<file path="config.mk">
export PLATFORM = sky130hd
export DESIGN_NAME = lldbr_front
export DESIGN_NICKNAME = d
export VERILOG_FILES = /design/src/hdl/lldbr_pkg.sv /design/src/hdl/lldbr_front.sv
export SDC_FILE = /design/constraint.sdc
export NUM_CORES = 1
export LEC_CHECK = 0
export BUFFER_PORTS_ARGS = -buffer_cell sky130_fd_sc_hd__buf_4
export CAP_MARGIN = 20
export CORE_MARGIN = 2
export CORE_UTILIZATION = 30
export CTS_CLUSTER_DIAMETER = 120
export DETAILED_ROUTE_END_ITERATION = 10
export GPL_TIMING_DRIVEN = 0
export PLACE_DENSITY_LB_ADDON = 0.08
export SYNTH_ARGS = -nofsm -noshare
export SYNTH_HDL_FRONTEND = slang
export SYNTH_SLANG_ARGS = --single-unit
</file>
<file path="constraint.sdc">
create_clock -name aclk -period 1.9 [get_ports aclk]
set_input_delay 0.095 -clock aclk [delete_from_list [all_inputs] [get_ports aclk]]
set_output_delay 0.095 -clock aclk [all_outputs]
set_load 0.01 [all_outputs]
</file>
<file path="src/hdl/lldbr_pkg.sv">
// types and constants of the led latch display and banked ram core
// no dependencies; used by lldbr_front, lldbr_disp and the top level of the block
`timescale 1ns / 1ps

package lldbr_pkg;

    typedef enum logic [2:0] {
        REQ_PORT1_WR    = 3'd0,
        REQ_PORT2_WR    = 3'd1,
        REQ_RAM_RD      = 3'd2,
        REQ_RAM_WR      = 3'd3,
        REQ_TICK        = 3'd4,
        REQ_COL_SAMPLE  = 3'd5,
        REQ_FRAME_START = 3'd6
    } req_t;

    localparam int          LATCH_COUNT     = 5;
    localparam int          LED_BITS        = 8 * LATCH_COUNT;
    localparam int          COL_W           = 10;
    localparam logic [7:0]  BLANK_DELAY_RST = 8'd39;
    localparam logic [2:0]  SEL_BLANK       = 3'd0;
    localparam logic [2:0]  SEL_SOUND       = 3'd6;
    localparam logic [2:0]  SEL_LAST_LATCH  = 3'd5;
    localparam logic [7:0]  INVERT_MASK     = 8'hff;
    localparam int          STROBE_BIT      = 4;
    localparam int          EA_BIT          = 2;

    // item held between the bus front end and the display stage
    typedef struct packed {
        logic       valid;
        req_t       req;
        logic [7:0] data;
    } stage_t;

    typedef struct packed {
        logic [3:0]          sound_cmd;
        logic                sound_reset;
        logic                ea_line;
        logic [COL_W-1:0]    column_pos;
        logic [LED_BITS-1:0] led_column;
        logic [7:0]          read_data;
        logic                column_valid;
    } result_t;

endpackage

</file>
<file path="src/hdl/lldbr_front.sv">
// bus front end: input acceptance, bank register, ram addressing and clearing pass
// depends on lldbr_pkg; drives the ports of lldbr_ram
`timescale 1ns / 1ps

module lldbr_front #(
    parameter int RAM_DEPTH = 1024
) (
    input  logic                         aclk,
    input  logic                         aresetn,
    input  logic                         s_tvalid,
    output logic                         s_tready,
    input  lldbr_pkg::req_t              req,
    input  logic [7:0]                   offset,
    input  logic [7:0]                   wdata,
    input  logic                         stage_adv,
    output lldbr_pkg::stage_t            stage,
    output logic                         ram_we,
    output logic [$clog2(RAM_DEPTH)-1:0] ram_waddr,
    output logic [7:0]                   ram_wdata,
    output logic                         ram_re,
    output logic [$clog2(RAM_DEPTH)-1:0] ram_raddr
);

    localparam int             AW         = $clog2(RAM_DEPTH);
    localparam int             WRAP_STEPS = 1023 / RAM_DEPTH;
    localparam logic [10:0]    DEPTH_W    = 11'(RAM_DEPTH);
    localparam logic [AW-1:0]  LAST_ADDR  = AW'(RAM_DEPTH - 1);

    logic              clr_busy_reg, clr_busy_next;
    logic [AW-1:0]     clr_addr_reg, clr_addr_next;
    logic [1:0]        bank_reg, bank_next;
    lldbr_pkg::stage_t stage_reg, stage_next;
    logic              accept;
    logic [10:0]       addr_wrap;
    logic [AW-1:0]     addr;

    assign s_tready = !clr_busy_reg && (!stage_reg.valid || stage_adv);
    assign accept   = s_tvalid && s_tready;

    // bank*256 + offset, folded into the ram depth
    always_comb begin
        addr_wrap = {1'b0, bank_reg, offset};
        for (int i = 0; i < WRAP_STEPS; i++) begin
            if (addr_wrap >= DEPTH_W) begin
                addr_wrap = addr_wrap - DEPTH_W;
            end
        end
        addr = addr_wrap[AW-1:0];
    end

    always_comb begin
        clr_busy_next = clr_busy_reg;
        clr_addr_next = clr_addr_reg;
        bank_next     = bank_reg;
        stage_next    = stage_reg;
        if (clr_busy_reg) begin
            clr_addr_next = clr_addr_reg + AW'(1);
            if (clr_addr_reg == LAST_ADDR) begin
                clr_busy_next = 1'b0;
            end
        end
        if (accept && req == lldbr_pkg::REQ_PORT1_WR) begin
            bank_next = wdata[1:0];
        end
        if (!stage_reg.valid || stage_adv) begin
            stage_next.valid = accept;
            stage_next.req   = req;
            stage_next.data  = wdata;
        end
    end

    always_ff @(posedge aclk) begin
        if (!aresetn) begin
            clr_busy_reg    <= 1'b1;
            clr_addr_reg    <= '0;
            bank_reg        <= '0;
            stage_reg.valid <= 1'b0;
        end else begin
            clr_busy_reg    <= clr_busy_next;
            clr_addr_reg    <= clr_addr_next;
            bank_reg        <= bank_next;
            stage_reg.valid <= stage_next.valid;
        end
        stage_reg.req  <= stage_next.req;
        stage_reg.data <= stage_next.data;
    end

    assign ram_we    = clr_busy_reg || (accept && req == lldbr_pkg::REQ_RAM_WR);
    assign ram_waddr = clr_busy_reg ? clr_addr_reg : addr;
    assign ram_wdata = clr_busy_reg ? 8'd0 : wdata;
    assign ram_re    = accept && req == lldbr_pkg::REQ_RAM_RD;
    assign ram_raddr = addr;
    assign stage     = stage_reg;

endmodule

</file>
==> flow_summary.ini <==
[outcome]
status = finished clean

[worst_hold_path]
hp-start = wdata[5]
hold_path_class = input pin to flop
hold_depth = 1
worstHoldEndpoint = stage[5]

[timing]
period_needed_ns = 1.71
setup_slack_ns = 0.189
slew_headroom_pct = 69.0
fin_tns_setup_ns = 0
min_period_over_period_pct = 90.1
whs_ns = 0.00823
final-hold-violation-count = 0
slew_viol_final = 0
skew_ns = 0.00367
max_freq_mhz = 584
rsz0062_at_grt = false
tightest_slew_ns = 0.465
finalSetupViolCount = 0

[setup_path]
reg2reg_to = clr_addr_reg[8]
worst_setup_path_end_kind = primary output
cp_max_fo = 10
cp_slowest_cell = mux2_2
start_kind = flop
crit_buf_inv = 3
cp.required_ns = 1.80
r2r_setup_slack_ns = 0.34
cp_data_arrival_time_ns = 1.62
r2r-start = clr_addr_reg[0]
slowest_delay_ns = 0.37
path_depth = 4
crit_family = buffers and inverters
crit_type = flop to primary output
cp_cell_sequence = buf_2 > buf_2 > mux2_2 > buf_4
cpMostUsedCell = buf_2
reg2reg_depth = 4

[placed_design]
pre_cts_slack_ns = 0.377
place_hpwl_um = 2090
gp_congestion = 0.697
io_buffer_count = 65

[synthesis]
synth-edff-count = 11
avgSynthCellArea_um2 = 10.8
syn-cell-area_um2 = 1200
synthCells = 111
ys_seq_elements = 25
synthFlopType = dfxtp_1
syn_nets = 135
yosysUniqueCellTypes = 28
ys_seq_area_share_pct = 51.0
ys_warn_count = 0
synthArstFlopShare_pct = 0

[floorplanning]
core_area_um2 = 3740
io-pin-count = 66
start_util_pct = 32.0
placementRows = 22
die_w_um = 67.2
fp.dieH_um = 67.2
dieArea_um2 = 4510

[layout]
antenna_cells = 0
final_common_cell = buf_4
nets = 207
largest_reg_flops = 12
syn_to_final_growth_pct = 51.2
final_cell_mix = buf_4 (73), dfxtp_1 (14), edfxtp_1 (11)
drive_gt1_share_pct = 51.1
final_core_util_pct = 48.4

[clock_tree]
clkTransAtPathRegs_ns = 0.09
htree_levels = 1
clkLatencyLatePin_ns = 0.27
clock_sinks = 25
postCtsSetupBuffers = 0
clk_path_buf_depth = 2
cts_tree = yes
clockRootBuffer = clkbuf_8
cts_inserted_buffers = 3

[route]
ant_nets = 0
drtIter0Drc = 24
wl_per_cell_um = 11.9
dr.pass1.iters = 4
routed_wirelength_um = 2740
num_vias = 1040
vias_per_cell = 4.52
drc = 0

[grt]
grt_start_max_net_pins = 14
grt_util_all_layers_pct = 12.5
grt_pass1_wl_um = 4300
antenna_found_initial = 0
overflow = 0
grt_pass1_vias = 947

[power_and_ir_drop]
p_per_area_nw_per_um2 = 574
p_leak_uw = 0.000805
power_uw = 1040
ir_worst_vdd_uv = 221

[job]
drv_cap = 0
## power breakdown
part / switching [uW] / internal [uW]
clock network: 164 / 150
logic: 50.8 / 86.3
registers: 10.8 / 577
total: 225 / 813
## cell usage after synthesis, drive strengths merged (2+ instances only)
master / count / area share, %
nand3: 4 / 2.1
a21oi: 6 / 2.5
dfxtp: 14 / 23
xor2: 3 / 2.2
mux2: 10 / 9.4
or4: 3 / 1.9
nand2: 8 / 2.5
edfxtp: 11 / 28
clkbuf: 2 / 0.63
nor2: 6 / 1.9
nor3: 2 / 0.84
buf: 11 / 6.8
nand4: 3 / 1.6
or3: 3 / 1.8
mux2i: 3 / 2.5
o21ai: 2 / 0.84
o31ai: 4 / 2.5
nor2b: 9 / 4.7
inv: 2 / 0.63
## timing repair
item,in CTS,in global routing
setup endpoints to repair,0,0
resized for setup,0,0
hold buffers,0,2
hold endpoints to repair,0,2
## per-layer routing
layer,global-route usage (%),vias to the layer above,share of wire [%]
met4,4.59,0,1.4
li1,-,529,-
met3,2.00,5,8.3
met2,22.3,44,48
met5,0,-,0
met1,15.0,462,43
## worst max path at each step
stage,startpoint,to,slack [ns]
detailed placement,clr_addr_reg[0],clr_addr_reg[8],0.38
global route,clr_busy_reg,ram_waddr[6],0.08
global placement,clr_addr_reg[0],clr_addr_reg[8],0.39
CTS,clr_busy_reg,ram_waddr[6],0.16
finish,clr_busy_reg,ram_waddr[6],0.19
floorplan,clr_addr_reg[0],clr_addr_reg[8],0.53
## final cells by class
type                            instances  area (um^2)
Timing Repair Buffer                   67          508
Sequential cell                        25          611
Multi-Input combinational cell         71          490
Fill cell                             385         1930
Buffer                                 13         88.8
Inverter                                2         7.51
Tap cell                               48         60.1
Clock buffer                            4         45.0
## cell families after synthesis
family / Yosys count / synth area share (%)
buf+inv: 15 / 8.05
simple gates: 40 / 18.5
flops: 25 / 51.0
xor+xnor: 4 / 2.93
compound gates: 13 / 6.58
fa+ha+maj: 1 / 1.04
mux: 13 / 11.9
## stage by stage
| stage | instance area, um^2 | cells |
|---|---|---|
| final | 1810 | 230 |
| after global routing | 1810 | 230 |
| after global placement | 1750 | 224 |
| after floorplan | 1200 | 111 |
| after detailed placement | 1750 | 224 |
| after CTS | 1790 | 228 |
Power figures use the tool's default switching activity.
