$ cat src/hdl/lldbr_pkg.sv
// types and constants of the led latch display and banked ram core
// no dependencies; used by lldbr_front, lldbr_disp and the top level of the block
`timescale 1ns / 1ps

package lldbr_pkg;

    typedef enum logic [2:0] {
        REQ_PORT1_WR    = 3'd0,
        REQ_PORT2_WR    = 3'd1,
        REQ_RAM_RD      = 3'd2,
        REQ_RAM_WR      = 3'd3,
        REQ_TICK        = 3'd4,
        REQ_COL_SAMPLE  = 3'd5,
        REQ_FRAME_START = 3'd6
    } req_t;

    localparam int          LATCH_COUNT     = 5;
    localparam int          LED_BITS        = 8 * LATCH_COUNT;
    localparam int          COL_W           = 10;
    localparam logic [7:0]  BLANK_DELAY_RST = 8'd39;
    localparam logic [2:0]  SEL_BLANK       = 3'd0;
    localparam logic [2:0]  SEL_SOUND       = 3'd6;
    localparam logic [2:0]  SEL_LAST_LATCH  = 3'd5;
    localparam logic [7:0]  INVERT_MASK     = 8'hff;
    localparam int          STROBE_BIT      = 4;
    localparam int          EA_BIT          = 2;

    // item held between the bus front end and the display stage
    typedef struct packed {
        logic       valid;
        req_t       req;
        logic [7:0] data;
    } stage_t;

    typedef struct packed {
        logic [3:0]          sound_cmd;
        logic                sound_reset;
        logic                ea_line;
        logic [COL_W-1:0]    column_pos;
        logic [LED_BITS-1:0] led_column;
        logic [7:0]          read_data;
        logic                column_valid;
    } result_t;

endpackage

$ cat src/hdl/lldbr_disp.sv
// display stage: latches, led outputs, blanking timer, column counter and result register
// depends on lldbr_pkg; takes the item from lldbr_front and the ram read word
`timescale 1ns / 1ps

module lldbr_disp #(
    parameter int COLUMN_COUNT = 1024
) (
    input  logic                  aclk,
    input  logic                  aresetn,
    input  lldbr_pkg::stage_t     stage,
    input  logic [7:0]            ram_rdata,
    output logic                  stage_adv,
    input  logic                  cfg_valid,
    input  logic [7:0]            cfg_data,
    output logic                  m_valid,
    input  logic                  m_ready,
    output lldbr_pkg::result_t    result
);

    localparam logic [lldbr_pkg::COL_W-1:0] COL_LAST = lldbr_pkg::COL_W'(COLUMN_COUNT - 1);

    logic                          ea_reg, ea_next;
    logic [2:0]                    sel_reg, sel_next;
    logic                          strobe_reg, strobe_next;
    logic                          en_reg, en_next;
    logic [7:0]                    latch_reg [lldbr_pkg::LATCH_COUNT];
    logic [7:0]                    latch_next [lldbr_pkg::LATCH_COUNT];
    logic [7:0]                    out_reg [lldbr_pkg::LATCH_COUNT];
    logic [7:0]                    out_next [lldbr_pkg::LATCH_COUNT];
    logic [7:0]                    cd_reg, cd_next;
    logic [lldbr_pkg::COL_W-1:0]   col_reg, col_next;
    logic                          snd_reg, snd_next;
    logic [3:0]                    nib_reg, nib_next;
    logic [7:0]                    delay_reg;
    logic                          m_valid_reg, m_valid_next;
    lldbr_pkg::result_t            res_reg, res_next;
    logic                          fire;
    logic [2:0]                    latch_idx;
    logic [lldbr_pkg::LED_BITS-1:0] led_bits;

    assign stage_adv = !m_valid_reg || m_ready;
    assign fire      = stage.valid && stage_adv;
    // select 1..5 maps to latch 4..0
    assign latch_idx = lldbr_pkg::SEL_LAST_LATCH - sel_reg;

    always_comb begin
        for (int b = 0; b < lldbr_pkg::LATCH_COUNT; b++) begin
            for (int y = 0; y < 8; y++) begin
                led_bits[8*b + y] = out_reg[b][7-y] & en_reg;
            end
        end
    end

    always_comb begin
        ea_next      = ea_reg;
        sel_next     = sel_reg;
        strobe_next  = strobe_reg;
        en_next      = en_reg;
        latch_next   = latch_reg;
        out_next     = out_reg;
        cd_next      = cd_reg;
        col_next     = col_reg;
        snd_next     = snd_reg;
        nib_next     = nib_reg;
        m_valid_next = m_valid_reg && !m_ready;
        res_next     = res_reg;
        res_next.read_data    = '0;
        res_next.led_column   = '0;
        res_next.column_pos   = '0;
        res_next.column_valid = 1'b0;
        if (fire) begin
            case (stage.req)
                lldbr_pkg::REQ_PORT1_WR: begin
                    ea_next = stage.data[lldbr_pkg::EA_BIT];
                end
                lldbr_pkg::REQ_PORT2_WR: begin
                    sel_next = stage.data[7:5];
                    if (sel_next == lldbr_pkg::SEL_BLANK && cd_reg == 8'd0) begin
                        cd_next = (delay_reg != 8'd0) ? delay_reg : 8'd1;
                    end
                    if (!strobe_reg && stage.data[lldbr_pkg::STROBE_BIT]) begin
                        out_next = latch_reg;
                        cd_next  = 8'd0;
                        en_next  = 1'b1;
                    end
                    strobe_next = stage.data[lldbr_pkg::STROBE_BIT];
                    nib_next    = stage.data[7:4];
                end
                lldbr_pkg::REQ_RAM_RD: begin
                    res_next.read_data = ram_rdata;
                    if (sel_reg != lldbr_pkg::SEL_BLANK && sel_reg <= lldbr_pkg::SEL_LAST_LATCH) begin
                        latch_next[latch_idx] = ram_rdata ^ lldbr_pkg::INVERT_MASK;
                    end else if (sel_reg == lldbr_pkg::SEL_SOUND) begin
                        snd_next = !ram_rdata[0];
                    end
                end
                lldbr_pkg::REQ_TICK: begin
                    if (cd_reg != 8'd0) begin
                        cd_next = cd_reg - 8'd1;
                        if (cd_reg == 8'd1) begin
                            en_next = 1'b0;
                        end
                    end
                end
                lldbr_pkg::REQ_COL_SAMPLE: begin
                    res_next.led_column   = led_bits;
                    res_next.column_pos   = col_reg;
                    res_next.column_valid = 1'b1;
                    if (col_reg < COL_LAST) begin
                        col_next = col_reg + lldbr_pkg::COL_W'(1);
                    end
                end
                lldbr_pkg::REQ_FRAME_START: begin
                    col_next = '0;
                end
                default: begin
                end
            endcase
            res_next.ea_line     = ea_next;
            res_next.sound_reset = snd_next;
            res_next.sound_cmd   = nib_next;
            m_valid_next         = 1'b1;
        end else begin
            res_next = res_reg;
        end
    end

    always_ff @(posedge aclk) begin
        if (!aresetn) begin
            ea_reg      <= 1'b0;
            sel_reg     <= '0;
            strobe_reg  <= 1'b0;
            en_reg      <= 1'b0;
            cd_reg      <= '0;
            col_reg     <= '0;
            snd_reg     <= 1'b1;
            nib_reg     <= '0;
            delay_reg   <= lldbr_pkg::BLANK_DELAY_RST;
            m_valid_reg <= 1'b0;
            for (int i = 0; i < lldbr_pkg::LATCH_COUNT; i++) begin
                latch_reg[i] <= '0;
                out_reg[i]   <= '0;
            end
        end else begin
            ea_reg      <= ea_next;
            sel_reg     <= sel_next;
            strobe_reg  <= strobe_next;
            en_reg      <= en_next;
            cd_reg      <= cd_next;
            col_reg     <= col_next;
            snd_reg     <= snd_next;
            nib_reg     <= nib_next;
            m_valid_reg <= m_valid_next;
            latch_reg   <= latch_next;
            out_reg     <= out_next;
            if (cfg_valid) begin
                delay_reg <= cfg_data;
            end
        end
        res_reg <= res_next;
    end

    assign m_valid = m_valid_reg;
    assign result  = res_reg;

endmodule

$ cat config.mk
export PLATFORM = sky130hd
export DESIGN_NAME = lldbr_disp
export DESIGN_NICKNAME = d
export VERILOG_FILES = /design/src/hdl/lldbr_pkg.sv /design/src/hdl/lldbr_disp.sv
export SDC_FILE = /design/constraint.sdc
export NUM_CORES = 1
export LEC_CHECK = 0
export BUFFER_PORTS_ARGS = -buffer_cell sky130_fd_sc_hd__buf_2
export CORE_UTILIZATION = 61
export DETAILED_ROUTE_END_ITERATION = 6
export PLACE_DENSITY = 0.84
export SLEW_MARGIN = 25
export SYNTH_ARGS = -nofsm -noshare
export SYNTH_HDL_FRONTEND = slang
export SYNTH_SLANG_ARGS = --single-unit
$ cat constraint.sdc
create_clock -name aclk -period 8.2 [get_ports aclk]
set_input_delay 0.41 -clock aclk [delete_from_list [all_inputs] [get_ports aclk]]
set_output_delay 0.41 -clock aclk [all_outputs]
set_load 0.02 [all_outputs]
==> results.md, run 1 <==
- Maximum root-to-sink buffer count: 2
- Final std cells w/o fill: 902
- Final #Nets: 782
- Post-Synthesis Cells: 675
- Clock share of power: 41.3%
- Worst-Margin Slew: 0.996 ns
- Post-DR wirelength/cell: 16.2 um
- Worst setup EP type: flop
- Max H-tree Level: 4
- Initial DRC Count: 388
- Tot GR Track Use: 25.5%
- Core box area: 11400 um2
- Seq/Total Area, Yosys: 60.5%
- IO Port Bufs: 95
- FP Rows: 39
- Clk_skew: 0.00754 ns
- Routed WL: 14600 um
- Cts repair resizes: 0
- Total number of vias: 5182
- CTS sink count: 183
- Pwr Total: 0.00184 W
- Global-route wire length before repair: 23600 um
- EDFF count, synth: 65
- Cells along the critical path: nand2b_1, and2_2, buf_4, nor2_1, nor2_1, nor2_1
- Crit-path slowest cell: buf_4
- Comb pwr share: 6.0%
- Outcome: finished clean
- Leading cell types in the layout, fill and taps excluded: dfxtp_1, nand2_1, buf_2
- TritonCTS buffer count: 17
- Peak supply drop: 125 uV
- Fin crit share: 31.2%
- Postcts setup bufs: 0
- Max-slew violations: 0
- Filler cell count: 802
- Worst Hold Class: in2reg
- WHS: 0.203 ns
- Grt total ovfl: 0
- Dominant synthesized flop cell: dfxtp_1
- Setup violations, final: 0
- RSZ-0062 raised after global routing: false
- Die height: 110 um
- Final hold vios: 0
- Flop pwr share: 52.8%
- Max reg flops: 65
- Via density: 5.75
- Net Sw Frac: 24.0%
- Min cycle time layout: 2.56 ns
- Setup TNS: 0 ns
- Area growth syn-to-layout: 14.3%
- Static leakage: 3.13 nW
- Starting Density: 62.5%
- Worst-path clk slew: 0.06 ns
- ANT cells: 0
- Vias in the first global route: 4848
- Initial antenna violation count: 0
- Maximum number of pins on one net before global-route repair: 100
- DP HPWL: 9400 um
- Worst endpoint data arrival time: 2.85 ns
- Pre-antenna DRT Iters: 5
- WP buf/inv: 1
- CTS tree: yes
- Crit-path leading delay family: simple AND/OR/NAND/NOR gates
- Max-slew headroom: 33.6%
- Root Driver: clkbuf_16
- Library cells used by synthesis: 54
- Die X: 110 um
- Commonest non-fill, non-tap cell in the layout: dfxtp_1
- Synth Warn #: 0
- F_max: 390 MHz
- Synth async-reset ratio: 0%
- Clk_lat worst skew: 0.42 ns
- Net Sw Power: 0.000441 W
- Power per standard cell area: 226 nW/um2
- CP Launch Type: flop
- CP max FO: 49
- Mapped cell area: 7130 um2
- Max Cap Violations: 0
- Required @ worst endpoint: 8.48 ns
- Hold Buf Count CTS: 0
- Gp weighted congestion: 0.814
- Most common cell on crit path: nor2_1
- DR DRC count: 0
- Die Area: 12100 um2
- Final Core Density: 71.4%
- Cell internal pwr: 0.00140 W
- Syn_nets: 711
- Flop and latch count out of synthesis: 183
- Worst path max stage delay: 0.58 ns
- I/O pin cnt: 99
- ANT nets after route: 0
- Syn Area/Cell: 10.6 um2
- DP Cell Count: 870
- Layout cells sized above 1: 20.9%
- Crit Path Class: reg2reg
==> kinds of logic (layout without fill, tap and decap cells) <==
logic type | Yosys count | in the layout | synth area share [%]
simple gates | 286 | 286 | 20.6
flops | 183 | 183 | 60.5
compound gates | 120 | 120 | 11.0
buf+inv | 56 | 140 | 3.72
mux | 15 | 15 | 2.19
xor+xnor | 11 | 11 | 1.35
fa+ha+maj | 4 | 4 | 0.702
==> Yosys cell counts (4+ instances only) <==
cell type	count	area, um2
inv_1	8	30.0
nand3_1	8	40.0
nand2_1	103	387
nor3b_1	4	30.0
mux2i_1	10	100
xor2_1	4	35.0
mux2_2	5	56.3
nor3_1	13	65.1
a211oi_2	4	50.1
dfxtp_1	118	2360
buf_4	6	45.0
buf_2	8	40.0
xnor2_1	7	61.3
a211oi_1	37	278
nor4_1	5	31.3
clkbuf_1	31	116
a21oi_1	56	280
nor2_1	65	244
edfxtp_1	65	1950
and3_1	42	263
ha_1	4	50.1
and2_1	18	113
==> worst reg2reg max path: cells and delay by family (launching register included) <==
family                 cells  cell delay (ns)
AND/OR/NAND/NOR            5             1.53
flip-flops                 1             0.31
buffers and inverters      1             0.58
==> final timing paths <==
path                                                   to  slack (ns)  cells after the start                      start
worst min-delay path            delay_reg[1]$_SDFFE_PN1P_        0.20                      3                cfg_data[1]
worst min register to register    out_reg[3]$_SDFFE_PN0P_        0.46                      2  latch_reg[3]$_SDFFE_PN0P_
worst max register to register    col_reg[7]$_SDFFE_PN0P_        5.64                      6         m_valid$_SDFF_PN0_
worst max-delay path              col_reg[7]$_SDFFE_PN0P_        5.64                      6         m_valid$_SDFF_PN0_
==> routing by layer <==
metal,track usage (%),wire [um],vias up
met2,41.6,7110,179
met4,8.46,221,0
met5,0,0,-
met3,5.23,766,25
li1,-,-,2529
met1,34.1,6480,2449
==> through the flow <==
| step | worst slack, ns | area [um2] |
|---|---|---|
| 5_1_grt | 5.34 | 8150 |
| 4_1_cts | 5.60 | 8150 |
| 6_report | 5.64 | 8150 |
| 3_3_place_gp | 5.48 | 7600 |
| 2_1_floorplan | 4.72 | 7130 |
| 3_5_place_dp | 5.39 | 7600 |
==> layout make-up <==
| class | instances | area (um2) | area share, % |
|---|---|---|---|
| Inverter | 8 | 30.0 | 0.368 |
| Multi-Input combinational cell | 436 | 2560 | 31.4 |
| Clock buffer | 18 | 439 | 5.39 |
| Clock inverter | 14 | 113 | 1.38 |
| Timing Repair Buffer | 100 | 513 | 6.29 |
| Tap cell | 143 | 179 | 2.20 |
| Sequential cell | 183 | 4320 | 52.9 |
==> power by group through the flow <==
stage | logic, W | registers, W | clock network [W]
floorplan | 0.0000527 | 0.00101 | 0
global route | 0.000120 | 0.000973 | 0.000803
CTS | 0.000110 | 0.000971 | 0.000766
detailed placement | 0.000109 | 0.000991 | 0
global placement | 0.000106 | 0.000989 | 0
finish | 0.000109 | 0.000970 | 0.000759
Note: power is estimated with default switching activity, not from simulation.
==> inputs of run 2 (changes only) <==
--- a/config.mk
+++ b/config.mk
@@ -5,10 +5,11 @@
 export SDC_FILE = /design/constraint.sdc
 export NUM_CORES = 1
 export LEC_CHECK = 0
+export ABC_AREA = 1
 export BUFFER_PORTS_ARGS = -buffer_cell sky130_fd_sc_hd__buf_2
-export CORE_UTILIZATION = 61
+export CORE_UTILIZATION = 57
 export DETAILED_ROUTE_END_ITERATION = 6
-export PLACE_DENSITY = 0.84
+export PLACE_DENSITY = 0.79
 export SLEW_MARGIN = 25
 export SYNTH_ARGS = -nofsm -noshare
 export SYNTH_HDL_FRONTEND = slang
==> constraint.sdc (replaced) <==
create_clock -name aclk -period 2.5 [get_ports aclk]
set_input_delay 0.125 -clock aclk [delete_from_list [all_inputs] [get_ports aclk]]
set_output_delay 0.125 -clock aclk [all_outputs]
set_load 0.02 [all_outputs]
==> results.md, run 2 <==
- Post-DR wirelength/cell: 13.0 um
- Peak supply drop: 367 uV
- Leading post-synthesis cells by cell area: dfxtp_1, edfxtp_1, a21oi_1
- Outcome: finished clean
- Seq/Total Area, Yosys: 59.1%
- Flop pwr share: 50.8%
- RSZ-0062 raised after global routing: false
- Starting Density: 59.5%
- Die height: 115 um
- Grt total ovfl: 0
- F_max: 532 MHz
- Net Sw Frac: 22.4%
- DR DRC count: 0
- CP Launch Type: flop
- Yosys top cell area share: 32.4%
- Count leader, synth: dfxtp_1
- IO Port Bufs: 95
- Worst-Margin Slew: 0.720 ns
- Flop and latch count out of synthesis: 183
- I/O pin cnt: 99
- Leading cell types in the layout, fill and taps excluded: dfxtp_1, nor2_1, nand2_1
- FP Rows: 40
- Pre-CTS setup slack: 0.613 ns
- Initial DRC Count: 367
- ANT nets after route: 0
- Setup WS post-layout: 0.622 ns
- Post-synth top cells: dfxtp_1, nor2_1, nand2_1
- Clk_lat worst skew: 0.43 ns
- Required @ worst endpoint: 2.86 ns
- Tot GR Track Use: 23.6%
- Total number of vias: 5511
- Dominant synthesized flop cell: dfxtp_1
- Clk_skew: 0.00876 ns
- Root Driver: clkbuf_16
- Final Core Density: 70.3%
- Worst setup EP type: flop
- Gp weighted congestion: 0.811
- Commonest non-fill, non-tap cell in the layout: dfxtp_1
- DP HPWL: 9220 um
- Library cells used by synthesis: 32
- Syn Area/Cell: 8.87 um2
- Net Sw Power: 0.00141 W
- Final #Nets: 966
- Worst setup path end: out_reg[33]$_SDFFE_PN0P_
- Area growth syn-to-layout: 18.2%
- Setup violations, final: 0
- Initial antenna violation count: 0
- Met2 wire length: 7080 um
- FF-to-FF Start: m_valid$_SDFF_PN0_
- WL met3: 554 um
- Vias in the first global route: 5092
- CTS tree: yes
- Max-slew headroom: 51.7%
- Power per standard cell area: 732 nW/um2
- Max reg flops: 65
- Routed WL: 14400 um
- Max Cap Violations: 0
- Cell internal pwr: 0.00490 W
- Area leader, netlist: dfxtp_1
- Worst-path clk slew: 0.06 ns
- Top Metal Used: met4
- Max-slew violations: 0
- R2R depth: 7
- Fin crit share: 75.1%
- Met1 wire length: 6460 um
- Maximum number of pins on one net before global-route repair: 84
- Mapped cell area: 7300 um2
- Pwr Total: 0.00631 W
- Max H-tree Level: 4
- Comb pwr share: 7.4%
- Via density: 4.96
- Synth async-reset ratio: 0%
- Post-Synthesis Cells: 823
- Layout cells sized above 1: 16.0%
- ANT cells: 0
- Maximum root-to-sink buffer count: 2
- Syn_nets: 859
- R2R Path End: out_reg[33]$_SDFFE_PN0P_
- Crit Path Class: reg2reg
- Min-delay src: cfg_valid
- Die X: 115 um
- Min cycle time layout: 1.88 ns
- CTS sink count: 183
- TritonCTS buffer count: 17
- CP max FO: 25
- Cts repair resizes: 0
- Synth Warn #: 0
- Setup TNS: 0 ns
- Final hold vios: 0
- Worst Hold Class: in2reg
- Static leakage: 3.43 nW
- Clock share of power: 41.8%
- Global-route wire length before repair: 23800 um
- Pre-antenna DRT Iters: 5
- Worst endpoint data arrival time: 2.23 ns
- CP startpoint: m_valid$_SDFF_PN0_
- EDFF count, synth: 65
- Reg-to-reg setup timing slack: 0.62 ns
- Core box area: 12300 um2
- Die Area: 13300 um2
## run 2: cell count changes after synthesis, sizes merged, moves of 6 or more
cell | previous run | this run
mux2i | 10 | 0
inv | 8 | 119
nand3 | 10 | 23
o21ai | 3 | 92
and2 | 19 | 0
xnor2 | 7 | 1
nand2 | 103 | 117
nor2 | 66 | 118
clkbuf | 31 | 16
and3 | 42 | 0
a21oi | 58 | 105
a211oi | 41 | 0
nor4 | 6 | 0
nor3 | 13 | 1
## run 2: routing by layer
metal | vias up | GRT usage, %
met3 | 25 | 5.48
met1 | 2502 | 29.9
met5 | - | 0
met2 | 116 | 38.4
li1 | 2868 | -
met4 | 0 | 11.2
## run 2: cell families after synthesis
group	count (synthesis)	synth area share [%]
xor gates and xnor gates	5	0.600
buffers and inverters	154	8.83
and+or+nand+nor	272	16.5
DFF	183	59.1
AOI/OAI and AO/OA	205	14.3
adders and majority gates	4	0.686
## run 2: power by group through the flow
| stage | clock network [W] | registers (W) | logic (W) |
|---|---|---|---|
| after floorplan | 0 | 0.00333 | 0.000232 |
| after global placement | 0 | 0.00327 | 0.000431 |
| after detailed placement | 0 | 0.00327 | 0.000438 |
| after CTS | 0.00266 | 0.00320 | 0.000465 |
| after global routing | 0.00278 | 0.00321 | 0.000524 |
| final | 0.00264 | 0.00320 | 0.000468 |
## run 2: cell type report
cell class | count | area (um2)
Timing Repair Buffer | 122 | 723
Tap cell | 168 | 210
Clock buffer | 24 | 493
Sequential cell | 183 | 4310
Multi-Input combinational cell | 486 | 2340
Fill cell | 967 | 3640
Clock inverter | 8 | 93.8
Inverter | 120 | 450
## run 2: repair_timing
| action | in CTS | in global routing |
|---|---|---|
| hold endpoints to repair | 17 | 0 |
| hold buffers | 18 | 0 |
| buffers inserted | 0 | 0 |
## run 2: worst min-delay path by stage
stage,to,slack [ns],cells past startpoint
global route,result[64]$_DFFE_PP_,0.03,3
detailed placement,delay_reg[1]$_SDFFE_PN1P_,0.35,3
CTS,delay_reg[1]$_SDFFE_PN1P_,0.0003,2
finish,delay_reg[1]$_SDFFE_PN1P_,0.01,2
global placement,delay_reg[1]$_SDFFE_PN1P_,0.34,3
floorplan,delay_reg[0]$_SDFFE_PN1P_,0.25,2
## run 2: critical path, cell delays in order, from the launching register on
cell and delay (ns):
dfxtp_1 0.31, nand2_1 0.14, nand2_4 0.12, inv_2 0.29
nand3_2 0.29, inv_2 0.36, o21ai_0 0.12, a21oi_1 0.17
## run 2: through the flow
step / cells / hold WS [ns] / area [um2]
finish: 1111 / 0.0131 / 8620
global placement: 1061 / 0.341 / 7860
detailed placement: 1061 / 0.347 / 7860
floorplan: 823 / 0.251 / 7300
global route: 1111 / 0.0319 / 8620
CTS: 1111 / 0.000327 / 8620
